--- config.mk ---
export PLATFORM = sky130hd
export DESIGN_NAME = chunk_header_parser_flat
export DESIGN_NICKNAME = d
export VERILOG_FILES = /design/src/rtl/chp_pkg.sv /design/src/rtl/chp_byte_if.sv /design/src/rtl/chp_hdr_if.sv /design/src/rtl/chunk_header_parser.sv /design/src/rtl/chp_parse.sv /design/src/rtl/chp_out_reg.sv /design/src/flat_wrapper.sv
export SDC_FILE = /design/constraint.sdc
export NUM_CORES = 1
export LEC_CHECK = 0
export BUFFER_PORTS_ARGS = -buffer_cell sky130_fd_sc_hd__buf_2
export CELL_PAD_IN_SITES_DETAIL_PLACEMENT = 1
export CELL_PAD_IN_SITES_GLOBAL_PLACEMENT = 1
export CORE_ASPECT_RATIO = 1.75
export CORE_MARGIN = 2
export CORE_UTILIZATION = 48
export CTS_BUF_LIST = sky130_fd_sc_hd__clkbuf_8
export CTS_CLUSTER_DIAMETER = 200
export DETAILED_ROUTE_END_ITERATION = 10
export PLACE_DENSITY_LB_ADDON = 0.1
export REMOVE_ABC_BUFFERS = 1
export SYNTH_ARGS = -nofsm -noshare
export SYNTH_HDL_FRONTEND = slang
export SYNTH_SLANG_ARGS = --single-unit
--- constraint.sdc ---
create_clock -name clk -period 11.9 [get_ports clk]
set_clock_uncertainty 0.2 [all_clocks]
set_input_delay 0.595 -clock clk [delete_from_list [all_inputs] [get_ports clk]]
set_output_delay 0.595 -clock clk [all_outputs]
set_load 0.05 [all_outputs]
--- src/rtl/chp_pkg.sv ---
// ---------------------------------------------------------------------------
// chp_pkg
// types and constants shared by the chunk header parser
// ---------------------------------------------------------------------------
`default_nettype none

package chp_pkg;

	localparam logic [5:0]  ID_MASK   = 6'h3F;
	localparam logic [16:0] ID_OFFSET = 17'd64;
	localparam logic [23:0] TIME_ESC  = 24'hFF_FFFF;

	localparam logic [1:0] FMT_FULL  = 2'd0;
	localparam logic [1:0] FMT_NOMSG = 2'd1;
	localparam logic [1:0] FMT_TIME  = 2'd2;
	localparam logic [1:0] FMT_NONE  = 2'd3;

	typedef enum logic [6:0] {
		PH_BASIC = 7'b000_0001,
		PH_ID    = 7'b000_0010,
		PH_TIME  = 7'b000_0100,
		PH_LEN   = 7'b000_1000,
		PH_KIND  = 7'b001_0000,
		PH_MSGCH = 7'b010_0000,
		PH_EXT   = 7'b100_0000
	} phase_t;

	typedef struct packed {
		logic [1:0]  header_format;
		logic [16:0] stream_channel;
		logic [23:0] time_value;
		logic [23:0] message_length;
		logic [7:0]  message_kind;
		logic [31:0] message_channel;
		logic [31:0] long_time;
		logic        long_time_read;
	} hdr_t;

endpackage

`default_nettype wire

--- src/rtl/chp_byte_if.sv ---
// ---------------------------------------------------------------------------
// chp_byte_if
// byte request channel into the chunk header parser
// ---------------------------------------------------------------------------
`default_nettype none

interface chp_byte_if;
	logic       valid;
	logic       ready;
	logic [7:0] data_byte;

	modport source (output valid, output data_byte, input ready);
	modport sink   (input valid, input data_byte, output ready);
endinterface

`default_nettype wire

--- src/rtl/chp_hdr_if.sv ---
// ---------------------------------------------------------------------------
// chp_hdr_if
// parsed header request channel out of the chunk header parser
// ---------------------------------------------------------------------------
`default_nettype none

interface chp_hdr_if;
	logic        valid;
	logic        ready;
	logic [1:0]  header_format;
	logic [16:0] stream_channel;
	logic [23:0] time_value;
	logic [23:0] message_length;
	logic [7:0]  message_kind;
	logic [31:0] message_channel;
	logic [31:0] long_time;
	logic        long_time_read;

	modport source (
		output valid, output header_format, output stream_channel, output time_value,
		output message_length, output message_kind, output message_channel,
		output long_time, output long_time_read, input ready
	);
	modport sink (
		input valid, input header_format, input stream_channel, input time_value,
		input message_length, input message_kind, input message_channel,
		input long_time, input long_time_read, output ready
	);
endinterface

`default_nettype wire

--- src/rtl/chunk_header_parser.sv ---
// ---------------------------------------------------------------------------
// chunk_header_parser
// byte-serial parser for streaming chunk headers
// ---------------------------------------------------------------------------
// Takes one header byte per cycle unless the output stalls, and gives one
// parsed header request on the byte that completes a header; fields a short
// format leaves out keep their earlier values. Each byte passes an input
// register, then the parse state machine updates and any finished header is
// written to the result register, which drives the output channel. With the
// output stalled, one more byte is taken into the input register before
// input stalls.
`default_nettype none

module chunk_header_parser
	import chp_pkg::*;
(
	input  wire logic clk,
	input  wire logic arst_n,
	chp_byte_if.sink  byte_in,
	chp_hdr_if.source hdr_out
);

	logic       valid_s1;
	logic [7:0] byte_s1;
	logic       can_load;
	logic       advance;
	logic       fire;
	hdr_t       result;

	assign advance       = valid_s1 && can_load;
	assign byte_in.ready = !valid_s1 || can_load;

	always_ff @(posedge clk or negedge arst_n) begin
		if (!arst_n) begin
			valid_s1 <= 1'b0;
		end else if (byte_in.ready) begin
			valid_s1 <= byte_in.valid;
		end
	end

	always_ff @(posedge clk) begin
		if (byte_in.valid && byte_in.ready) begin
			byte_s1 <= byte_in.data_byte;
		end
	end

	chp_parse u_parse (
		.clk     (clk),
		.arst_n  (arst_n),
		.advance (advance),
		.byte_s1 (byte_s1),
		.fire    (fire),
		.result  (result)
	);

	chp_out_reg u_out (
		.clk      (clk),
		.arst_n   (arst_n),
		.load     (advance && fire),
		.d        (result),
		.can_load (can_load),
		.hdr_out  (hdr_out)
	);

endmodule

`default_nettype wire

--- src/rtl/chp_parse.sv ---
// ---------------------------------------------------------------------------
// chp_parse
// parse state machine and held header fields, one byte per advance
// ---------------------------------------------------------------------------
`default_nettype none

module chp_parse
	import chp_pkg::*;
(
	input  wire logic       clk,
	input  wire logic       arst_n,
	input  wire logic       advance,
	input  wire logic [7:0] byte_s1,
	output logic            fire,
	output hdr_t            result
);

	phase_t      state_q, state_nxt;
	logic [2:0]  left_q, left_nxt;
	logic [1:0]  fmt_q, fmt_nxt;
	logic [16:0] chan_q, chan_nxt;
	logic [23:0] time_q, time_nxt;
	logic [23:0] len_q, len_nxt;
	logic [7:0]  kind_q, kind_nxt;
	logic [31:0] mch_q, mch_nxt;
	logic [31:0] lt_q, lt_nxt;
	logic        got_q, got_nxt;

	always_comb begin
		logic [2:0]  dec;
		logic        check_ext;
		logic        start_fields;
		dec          = left_q - 3'd1;
		state_nxt    = state_q;
		left_nxt     = left_q;
		fmt_nxt      = fmt_q;
		chan_nxt     = chan_q;
		time_nxt     = time_q;
		len_nxt      = len_q;
		kind_nxt     = kind_q;
		mch_nxt      = mch_q;
		lt_nxt       = lt_q;
		got_nxt      = got_q;
		fire         = 1'b0;
		check_ext    = 1'b0;
		start_fields = 1'b0;
		case (state_q)
			PH_ID: begin
				left_nxt = dec;
				if (dec == 3'd0) begin
					chan_nxt     = 17'({chan_q[7:0], byte_s1}) + ID_OFFSET;
					start_fields = 1'b1;
				end else begin
					chan_nxt = 17'({chan_q[7:0], byte_s1});
				end
			end
			PH_TIME: begin
				time_nxt = {time_q[15:0], byte_s1};
				left_nxt = dec;
				if (dec == 3'd0) begin
					if (fmt_q == FMT_TIME) begin
						check_ext = 1'b1;
					end else begin
						state_nxt = PH_LEN;
						left_nxt  = 3'd3;
					end
				end
			end
			PH_LEN: begin
				len_nxt  = {len_q[15:0], byte_s1};
				left_nxt = dec;
				if (dec == 3'd0) begin
					state_nxt = PH_KIND;
					left_nxt  = 3'd1;
				end
			end
			PH_KIND: begin
				kind_nxt = byte_s1;
				if (fmt_q == FMT_NOMSG) begin
					check_ext = 1'b1;
				end else begin
					state_nxt = PH_MSGCH;
					left_nxt  = 3'd4;
				end
			end
			PH_MSGCH: begin
				mch_nxt  = {mch_q[23:0], byte_s1};
				left_nxt = dec;
				if (dec == 3'd0) begin
					check_ext = 1'b1;
				end
			end
			PH_EXT: begin
				lt_nxt   = {lt_q[23:0], byte_s1};
				left_nxt = dec;
				if (dec == 3'd0) begin
					got_nxt   = 1'b1;
					fire      = 1'b1;
					state_nxt = PH_BASIC;
				end
			end
			default: begin
				fmt_nxt = byte_s1[7:6];
				got_nxt = 1'b0;
				if ((byte_s1[5:0] & ID_MASK) <= 6'd1) begin
					chan_nxt  = '0;
					state_nxt = PH_ID;
					left_nxt  = byte_s1[0] ? 3'd2 : 3'd1;
				end else begin
					chan_nxt     = 17'(byte_s1[5:0] & ID_MASK);
					start_fields = 1'b1;
				end
			end
		endcase
		if (start_fields) begin
			if (fmt_nxt == FMT_NONE) begin
				check_ext = 1'b1;
			end else begin
				state_nxt = PH_TIME;
				left_nxt  = 3'd3;
			end
		end
		if (check_ext) begin
			if (time_nxt == TIME_ESC) begin
				state_nxt = PH_EXT;
				left_nxt  = 3'd4;
			end else begin
				fire      = 1'b1;
				state_nxt = PH_BASIC;
			end
		end
		if (fire) begin
			left_nxt = 3'd0;
		end
	end

	assign result = '{
		header_format:   fmt_nxt,
		stream_channel:  chan_nxt,
		time_value:      time_nxt,
		message_length:  len_nxt,
		message_kind:    kind_nxt,
		message_channel: mch_nxt,
		long_time:       lt_nxt,
		long_time_read:  got_nxt
	};

	always_ff @(posedge clk or negedge arst_n) begin
		if (!arst_n) begin
			state_q <= PH_BASIC;
			left_q  <= '0;
			fmt_q   <= '0;
			chan_q  <= '0;
			time_q  <= '0;
			len_q   <= '0;
			kind_q  <= '0;
			mch_q   <= '0;
			lt_q    <= '0;
			got_q   <= 1'b0;
		end else if (advance) begin
			state_q <= state_nxt;
			left_q  <= left_nxt;
			fmt_q   <= fmt_nxt;
			chan_q  <= chan_nxt;
			time_q  <= time_nxt;
			len_q   <= len_nxt;
			kind_q  <= kind_nxt;
			mch_q   <= mch_nxt;
			lt_q    <= lt_nxt;
			got_q   <= got_nxt;
		end
	end

`ifndef NO_ASSERTIONS
	a_fire_returns_basic: assert property (@(posedge clk) disable iff (!arst_n)
		(advance && fire) |=> (state_q == PH_BASIC && left_q == 3'd0))
		else $error("parser not back at basic header after result");

	a_ext_last_fires: assert property (@(posedge clk) disable iff (!arst_n)
		(advance && state_q == PH_EXT && left_q == 3'd1) |-> (fire && result.long_time_read))
		else $error("last extended timestamp byte gave no result");

	a_counted_phase_nonzero: assert property (@(posedge clk) disable iff (!arst_n)
		(state_q == PH_TIME || state_q == PH_LEN || state_q == PH_MSGCH
			|| state_q == PH_EXT || state_q == PH_ID) |-> (left_q != 3'd0))
		else $error("byte count empty in a counted phase");
`endif

endmodule

`default_nettype wire

--- src/rtl/chp_out_reg.sv ---
// ---------------------------------------------------------------------------
// chp_out_reg
// result register driving the header output channel
// ---------------------------------------------------------------------------
`default_nettype none

module chp_out_reg
	import chp_pkg::*;
(
	input  wire logic  clk,
	input  wire logic  arst_n,
	input  wire logic  load,
	input  wire hdr_t  d,
	output logic       can_load,
	chp_hdr_if.source  hdr_out
);

	logic valid_q;
	hdr_t data_q;

	assign can_load = !valid_q || hdr_out.ready;

	always_ff @(posedge clk or negedge arst_n) begin
		if (!arst_n) begin
			valid_q <= 1'b0;
		end else if (load) begin
			valid_q <= 1'b1;
		end else if (hdr_out.ready) begin
			valid_q <= 1'b0;
		end
	end

	always_ff @(posedge clk) begin
		if (load) begin
			data_q <= d;
		end
	end

	assign hdr_out.valid           = valid_q;
	assign hdr_out.header_format   = data_q.header_format;
	assign hdr_out.stream_channel  = data_q.stream_channel;
	assign hdr_out.time_value      = data_q.time_value;
	assign hdr_out.message_length  = data_q.message_length;
	assign hdr_out.message_kind    = data_q.message_kind;
	assign hdr_out.message_channel = data_q.message_channel;
	assign hdr_out.long_time       = data_q.long_time;
	assign hdr_out.long_time_read  = data_q.long_time_read;

endmodule

`default_nettype wire

--- src/flat_wrapper.sv ---
// flat-port wrapper written by rule: the top's interface ports become plain ports
module chunk_header_parser_flat import chp_pkg::*;
  (clk, arst_n, byte_in_valid, byte_in_data_byte, byte_in_ready, hdr_out_valid, hdr_out_header_format, hdr_out_stream_channel, hdr_out_time_value, hdr_out_message_length, hdr_out_message_kind, hdr_out_message_channel, hdr_out_long_time, hdr_out_long_time_read, hdr_out_ready);
  chp_byte_if byte_in_i ();
  chp_hdr_if hdr_out_i ();
  input  wire logic clk;
  input  wire logic arst_n;
  input wire logic [$bits(byte_in_i.valid)-1:0] byte_in_valid;
  input wire logic [$bits(byte_in_i.data_byte)-1:0] byte_in_data_byte;
  output wire logic [$bits(byte_in_i.ready)-1:0] byte_in_ready;
  output wire logic [$bits(hdr_out_i.valid)-1:0] hdr_out_valid;
  output wire logic [$bits(hdr_out_i.header_format)-1:0] hdr_out_header_format;
  output wire logic [$bits(hdr_out_i.stream_channel)-1:0] hdr_out_stream_channel;
  output wire logic [$bits(hdr_out_i.time_value)-1:0] hdr_out_time_value;
  output wire logic [$bits(hdr_out_i.message_length)-1:0] hdr_out_message_length;
  output wire logic [$bits(hdr_out_i.message_kind)-1:0] hdr_out_message_kind;
  output wire logic [$bits(hdr_out_i.message_channel)-1:0] hdr_out_message_channel;
  output wire logic [$bits(hdr_out_i.long_time)-1:0] hdr_out_long_time;
  output wire logic [$bits(hdr_out_i.long_time_read)-1:0] hdr_out_long_time_read;
  input wire logic [$bits(hdr_out_i.ready)-1:0] hdr_out_ready;
  assign byte_in_i.valid = byte_in_valid;
  assign byte_in_i.data_byte = byte_in_data_byte;
  assign byte_in_ready = byte_in_i.ready;
  assign hdr_out_valid = hdr_out_i.valid;
  assign hdr_out_header_format = hdr_out_i.header_format;
  assign hdr_out_stream_channel = hdr_out_i.stream_channel;
  assign hdr_out_time_value = hdr_out_i.time_value;
  assign hdr_out_message_length = hdr_out_i.message_length;
  assign hdr_out_message_kind = hdr_out_i.message_kind;
  assign hdr_out_message_channel = hdr_out_i.message_channel;
  assign hdr_out_long_time = hdr_out_i.long_time;
  assign hdr_out_long_time_read = hdr_out_i.long_time_read;
  assign hdr_out_i.ready = hdr_out_ready;
  chunk_header_parser u_core (.clk(clk), .arst_n(arst_n), .byte_in(byte_in_i), .hdr_out(hdr_out_i));
endmodule
Word level (Yosys, flattened, before mapping)

Cells that the tools add are included.

Flip-flop bits (word level): 300
Input port bits: 12
Output and inout bits: 142
Word-level logic and storage cells: 96

Add/subtract/negate cells: 2
$lt $le $gt $ge: 1
Eq/ne operators: 10
Mux-type cells: 48
Reduce and logical (&&, ||, !) cells: 14

Operator list:

| cell                                                                             | number |
|---|---|
| 7-bit two-way mux                                                                | 10 |
| 32-bit two-way mux                                                               | 2 |
| 24-bit two-way mux                                                               | 2 |
| 7-bit one-hot mux with 5 select lines                                            | 1 |
| 17-bit one-hot mux with 2 select lines                                           | 1 |
| 3-bit two-way mux                                                                | 10 |
| 24-bit == test, second input constant                                            | 1 |
| 16-bit by 7-bit adder with 17-bit output, second input constant                  | 1 |
| 17-bit two-way mux                                                               | 1 |
| 1-bit two-way mux                                                                | 13 |
| 3-bit one-hot mux with 4 select lines                                            | 1 |
| 5-bit OR reduction                                                               | 2 |
| 8-bit two-way mux                                                                | 1 |
| 7-bit by 2-bit == test with 1-bit output, second input constant                  | 1 |
| 7-bit by 3-bit == test with 1-bit output, second input constant                  | 1 |
| 7-bit by 4-bit == test with 1-bit output, second input constant                  | 1 |
| 7-bit by 5-bit == test with 1-bit output, second input constant                  | 1 |
| 7-bit by 6-bit == test with 1-bit output, second input constant                  | 1 |
| 7-bit == test, second input constant                                             | 1 |
| 6-bit by 1-bit less-or-equal comparator with 1-bit output, second input constant | 1 |
| 6-bit two-way mux                                                                | 1 |
| 6-bit OR reduction                                                               | 1 |
| 2-bit == test, second input constant                                             | 2 |
| 2-bit two-way mux                                                                | 2 |
| other kinds (11)                                                                 | 16 |

Logic depth before layout (Yosys ltp)

Depth in word-level cells: 9
Mapped depth: 9
Depth with buffers taken out: 8

Hierarchy

A second synthesis with hierarchy kept.

Cell total of the unflattened synthesis: 994
Area total of the unflattened synthesis: 12786.0 um2

By module, submodules not included:

| module              | times used | cells each | area an instance (um2) | seq. area each (um2) |
|---|---|---|---|---|
| chp_parse           | 1          | 837        | 8227.9                 | 3754.9 |
| chp_out_reg         | 1          | 143        | 4251.6                 | 4229.1 |
| chunk_header_parser | 1          | 14         | 306.5                  | 265.3 |

Least setup slack after synthesis

No wires, ideal clock.

Path kind: register to register
From: register u_core.u_parse.state_q[0]
To: register u_core.u_out.data_q, in the netlist u_core.u_out.hdr_out.header_format[0] (enable)
Library setup time: 0.686 ns
Arrival time: 8.739 ns
Data required time: 11.014 ns
Slack: 2.275 ns
Cell stages (with the launch flop): 9
Path buffers: 2
Period minus slack after synthesis: 9.625 ns
Path through: dfstp_2 > or4_1 > buf_2 > nor3_2 > buf_2 > a211o_2 > o31ai_1 > o22ai_1 > a21oi_1

Cells in the longest elaborated chain, start to end: 8
Elaborated cells on any way between the ends: 20
Those cells by class: eq/ne (8); mux (9); reduce/logical (3)

Ends and longest elaborated chain:

| item                                  | line                      | text |
|---|---|---|
| start, declared                       | chp_parse.sv:18           | `phase_t state_q, state_nxt;` |
| start signal, assigned                | chp_parse.sv:161          | `state_q <= state_nxt;` |
| 7-bit == test (tied with other cells) | chp_parse.sv:47           | `case (state_q)` |
| 6-bit OR reduction (no source line)   | --                        |  |
| 2-bit two-way mux                     | chp_parse.sv:47           |  |
| 2-bit == test                         | chp_parse.sv:116          | `if (fmt_nxt == FMT_NONE) begin` |
| 1-bit two-way mux                     | chp_parse.sv:116          |  |
| 1-bit two-way mux                     | chp_parse.sv:115          | `if (start_fields) begin` |
| 1-bit two-way mux (*)                 | chp_parse.sv:123          | `if (check_ext) begin` |
| 1-bit logical AND (*)                 | chunk_header_parser.sv:59 | `.load (advance && fire),` |
| via u_core.u_out.load                 | chp_out_reg.sv:12         | `input wire logic load,` |
| end signal, assigned                  | chp_out_reg.sv:35         | `data_q <= d;` |
| end, declared                         | chp_out_reg.sv:19         | `hdr_t data_q;` |

The timed path passes the listed nets; every way through them passes the cells marked *.
A chain may end at the register's enable or synchronous reset.

Worst setup path after layout

From: register u_core.u_parse.state_q[2]
To: register u_core.u_out.data_q, in the netlist u_core.u_out.hdr_out.long_time[18] (enable)

The elaborated chain is that of the path after synthesis.

==> results.md <==
STA:
- Setup violations remaining at the end of the flow were counted as 0.
- The final count of pins violating max slew came to 0.
- The max-slew headroom at the worst pin is approximately 32%.
- Setup slack closes at about 7500 ps.
- Hold timing on the final database bottoms out at a slack of approximately 44 ps.
- Setup repair after global routing left no endpoint under its margin.
- The transition time of the tightest slew-check pin is around 1000 ps.
- For this run, the top clock speed supported by timing is 227.5 MHz.
- After layout, the worst path uses 36.93% of the clock period.
- The worst path in the final design needs a cycle of about 4400 ps, including I/O delays and setup.
- The final-report hold violation count was 0.
- In the final timing run, aggregate negative setup slack is 0 ps.

Finish:
- Of the cells placed in the final design, the portion with a size suffix greater than 1 is 24.08%.
- The area growth from synthesis to final layout is 15.29%.
- The antenna diode count is 0.
- For this run, the number of standard cells in the final layout without fillers is roughly 1,700.
- The final-stage net count is about 1,300.
- The total non-filler cell area in the finished layout is 14,680 µm².

Worst setup path:
- The cell type of the slowest stage on the worst timing path is sky130_fd_sc_hd__buf_4.
- Traced cell by cell, the critical path runs through or4_1 -> nor4_4 -> buf_4 -> a221oi_1 -> o31ai_1 -> o22ai_1 -> a21oi_4 -> buf_4.
- The longest individual stage delay on the worst path is between 700 and 800 ps.
- The critical path is of the register to register type.
- For the worst flop-to-flop path, the logic depth is 8.
- STA puts the critical path data arrival time at 4410 ps.
- Counting stages on the worst path, the most repeated cell is sky130_fd_sc_hd__buf_4.
- STA classifies the critical path startpoint as a register.
- Counting buffers and inverters, the worst setup path is 8 cells deep.
- The dominant delay contributor by cell family on the critical path is simple AND/OR/NAND/NOR gates.
- Of all nets on the critical path, the largest fanout is slightly below 70.
- The data required time at the worst endpoint is approximately 12,000 ps.
- Together, buffers and inverters on the worst path number 2.
- The worst setup path is captured at a register.

Power:
- Combinational logic burns 26.7% of the power.
- Dividing total power by cell area gives a power density of approximately 210 nW/µm².
- The leakage component of the power is about 0.0069 µW.
- In this run switching power makes up between 30% and 40% of total power.
- The power share of the clock group is between 20% and 30%.
- The internal power contribution is ~2000 µW.
- For this design the total switching power over the nets is roughly 1100 µW.
- The portion of total power attributed to sequential cells is approximately 47%.
- Across the VDD grid, the largest voltage drop is 0.1482 mV.

Synth:
- After synthesis the netlist holds a flip-flop and latch count of 300.
- Sorting the synthesized cells by area gives the leading types as sky130_fd_sc_hd__edfxtp_1 35%, sky130_fd_sc_hd__dfrtp_1 30%, sky130_fd_sc_hd__nand2_1 15%, sky130_fd_sc_hd__mux2_2 8.2%, sky130_fd_sc_hd__clkbuf_1 1.5%.
- Summed over all instances, the cell type with the most area after synthesis is sky130_fd_sc_hd__edfxtp_1.
- The synthesized netlist contains between 50 and 60 unique library cells.
- The commonest register cell after synthesis is sky130_fd_sc_hd__dfrtp_1.
- By instance count, the leading cell after synthesis is sky130_fd_sc_hd__nand2_1.
- The count of mapped cells out of synthesis is between 1,000 and 1,500.
- The synthesized design contains about 150 enable-type register cells.
- A synthesized cell averages 10.88 µm².
- The cell area that synthesis handed to floorplanning was ~13,000 µm².
- The synthesized design devotes to its leading area cell type approximately a third of total area.
- The sequential share of the synthesized area is 64.79%.
- The number of warnings printed during yosys synthesis is 0.
- The commonest cells after synthesis are 523 x sky130_fd_sc_hd__nand2_1, 151 x sky130_fd_sc_hd__dfrtp_1, 148 x sky130_fd_sc_hd__edfxtp_1, 93 x sky130_fd_sc_hd__mux2_2, 50 x sky130_fd_sc_hd__clkbuf_1.
- After synthesis, the share of flip-flops with an asynchronous set or reset is about half.

Detailed routing:
- Before antenna repair, the detailed router went through 4 iterations.
- In the routed design, unresolved DRC markers number 0.
- The detail route stage leaves a number of antenna-violating nets equal to 0.
- The number of DRC markers after the initial detailed-route iteration is between 400 and 500.
- After detailed routing, the number of vias per cell comes to roughly 5.3.
- After detailed routing, the total wire length is around 32 mm.
- Dividing the detail-routed wire length by the instance count gives between 15 and 20 µm.
- The via total after detailed routing is 8,952.

Clocking:
- The TritonCTS clock tree is yes.
- The number of gates resized after cts is 0.
- The clock sink total is 300.
- TritonCTS created 46 clock buffers.
- The number of setup buffers added after CTS is 0.
- The root cell of the clock tree is sky130_fd_sc_hd__clkbuf_8.
- The clock transition at the registers of the reported paths is ~70 ps.
- The clock tree synthesis step divided the H-tree into 2 levels.
- In this run, post-CTS hold repair placed 9 buffers.
- The insertion delay to the later sink of the worst-skew pair is roughly 600 ps.
- The maximum count of clock buffers along a single path is 3.

Floorplan:
- From left edge to right edge, the die measures about 130 µm.
- In this run the standard cell core region covers around 26,000 µm².
- In this run the count of I/O pins placed on the die edge is between 150 and 200.
- In this run the vertical extent of the chip is about 220 µm.
- Once the floorplan was initialized, standard cells occupied roughly half of the core.
- The placement row count is 78.
- The total die area is approximately 28,000 µm².

Hold path:
- The worst hold-check path type is input pin to register.
- The number of instances on the worst hold path is 2.

Global route:
- The number of antenna violations at the first check in global routing was 0.
- The first global-routing pass estimated 51.44 mm of wire.
- The maximum number of pins on one net before global-route repair is between 80 and 90.
- After global routing the overflow that remains totals 0.
- The via count of the first global-routing pass came to ~9,600.
- Global routing used between 20% and 30% of the available tracks across all layers.

Placed design:
- The placed instance area is about 14,000 µm².
- The placement-stage worst setup slack is 7512 ps.
- Once detailed placement completed, the half-perimeter wirelength came to between 20 and 25 mm.
- The final weighted congestion in routability-driven placement is roughly 0.84.
- The quantity of I/O buffers inserted on ports is about 150.
- The number of placed instances, taps included, is around 1,600.

Job:
- The number of violations of the max-capacitance limit is 0.

Run status:
- The flow ran to the end, and the final reports show no timing, DRC or antenna violations.
cell type report:
| cell class | count | area [µm²] |
|---|---|---|
| flip-flops and latches | 300 | 8249 |
| inverters | 7 | 26.28 |
| fillers | 2816 | 11280 |
| well taps | 320 | 400.4 |
| repair buffers | 172 | 937.1 |
| multi-input cells | 794 | 4203 |
| clock buffers | 50 | 688.2 |
| clock inverters | 35 | 175.2 |
placed cells by master (no fill, tap or decap), drive strengths merged, types with 3 or more instances in the layout:
| cell | count |
|---|---|
| dfrtp | 151 |
| edfxtp | 148 |
| nand2 | 523 |
| or3 | 4 |
| a22o | 4 |
| o22ai | 4 |
| buf | 163 |
| xnor2 | 6 |
| nor3 | 7 |
| or4 | 3 |
| nor2 | 24 |
| a31oi | 4 |
| nand2b | 4 |
| xor2 | 6 |
| and3 | 3 |
| a21o | 5 |
| clkbuf | 50 |
| o31ai | 7 |
| mux2i | 3 |
| nand4 | 11 |
| o21ai | 19 |
| and2 | 8 |
| clkinv | 7 |
| mux2 | 93 |
| nor4 | 7 |
| inv | 32 |
| ha | 3 |
| a21oi | 10 |
| dlygate4sd3 | 9 |
| nand3 | 13 |
| a211o | 3 |
logic make-up (layout without fill, tap and decap cells):
kind of cell | Yosys count | after routing | share of synthesized area, %
multiplexers | 96 | 96 | 8.461
AND/OR/NAND/NOR | 614 | 614 | 19.59
buffers and inverters | 76 | 264 | 2.368
flip-flops | 300 | 300 | 64.79
adder cells (fa/ha/maj) | 3 | 3 | 0.2948
AO/OA/AOI/OAI | 69 | 69 | 3.675
XOR/XNOR | 12 | 12 | 0.8255
sequential cells by signal (all words and copies together), names as in the netlist, 2 cells and up:
signal	count
u_core.byte_s1	8
u_core.u_out.hdr_out.header_format	2
u_core.u_out.hdr_out.long_time	32
u_core.u_out.hdr_out.message_channel	32
u_core.u_out.hdr_out.message_kind	8
u_core.u_out.hdr_out.message_length	24
u_core.u_out.hdr_out.stream_channel	17
u_core.u_out.hdr_out.time_value	24
u_core.u_parse.chan_q	17
u_core.u_parse.fmt_q	2
u_core.u_parse.kind_q	8
u_core.u_parse.left_q	3
u_core.u_parse.len_q	24
u_core.u_parse.lt_q	32
u_core.u_parse.mch_q	32
u_core.u_parse.state_q	7
u_core.u_parse.time_q	24
power groups by stage:
stage / Clock, µW / Sequential [µW] / Combinational, µW
2_1_floorplan: 0 / 1660 / 433
3_3_place_gp: 0 / 1490 / 824
3_5_place_dp: 0 / 1500 / 846
4_1_cts: 840 / 1480 / 849
5_1_grt: 877 / 1510 / 915
6_report: 816 / 1490 / 836
path summary, 6_finish.rpt:
| check | start | slack, ps | end |
|---|---|---|---|
| worst min-delay path | byte_in_valid | 40 | u_core.valid_s1 |
| worst max register to register | u_core.u_parse.state_q[2] | 7510 | u_core.u_out.hdr_out.long_time[18] |
| worst max-delay path | u_core.u_parse.state_q[2] | 7510 | u_core.u_out.hdr_out.long_time[18] |
| min in group asynchronous | arst_n | 420 | u_core.u_parse.chan_q[14] |
| worst min register to register | u_core.u_parse.len_q[19] | 270 | u_core.u_parse.len_q[19] |
| max in group asynchronous | arst_n | 9560 | u_core.u_parse.time_q[14] |
through the flow:
step | util [%] | total power [µW]
2_1_floorplan | - | 2096
3_3_place_gp | 52.87 | 2316
3_5_place_dp | 52.87 | 2349
4_1_cts | 56.55 | 3174
5_1_grt | 56.55 | 3304
6_report | 56.55 | 3138
routing by layer:
metal	part of all wire, %	global-route usage [%]	vias up	wire, µm
met4	2.9	8.498	0	949
met2	53	43.03	168	17250
met3	4.3	5.074	62	1386
met5	0	0	-	0
met1	39	26.90	4488	12740
li1	-	-	4234	-
No activity file was read; power rests on OpenSTA's default activity.
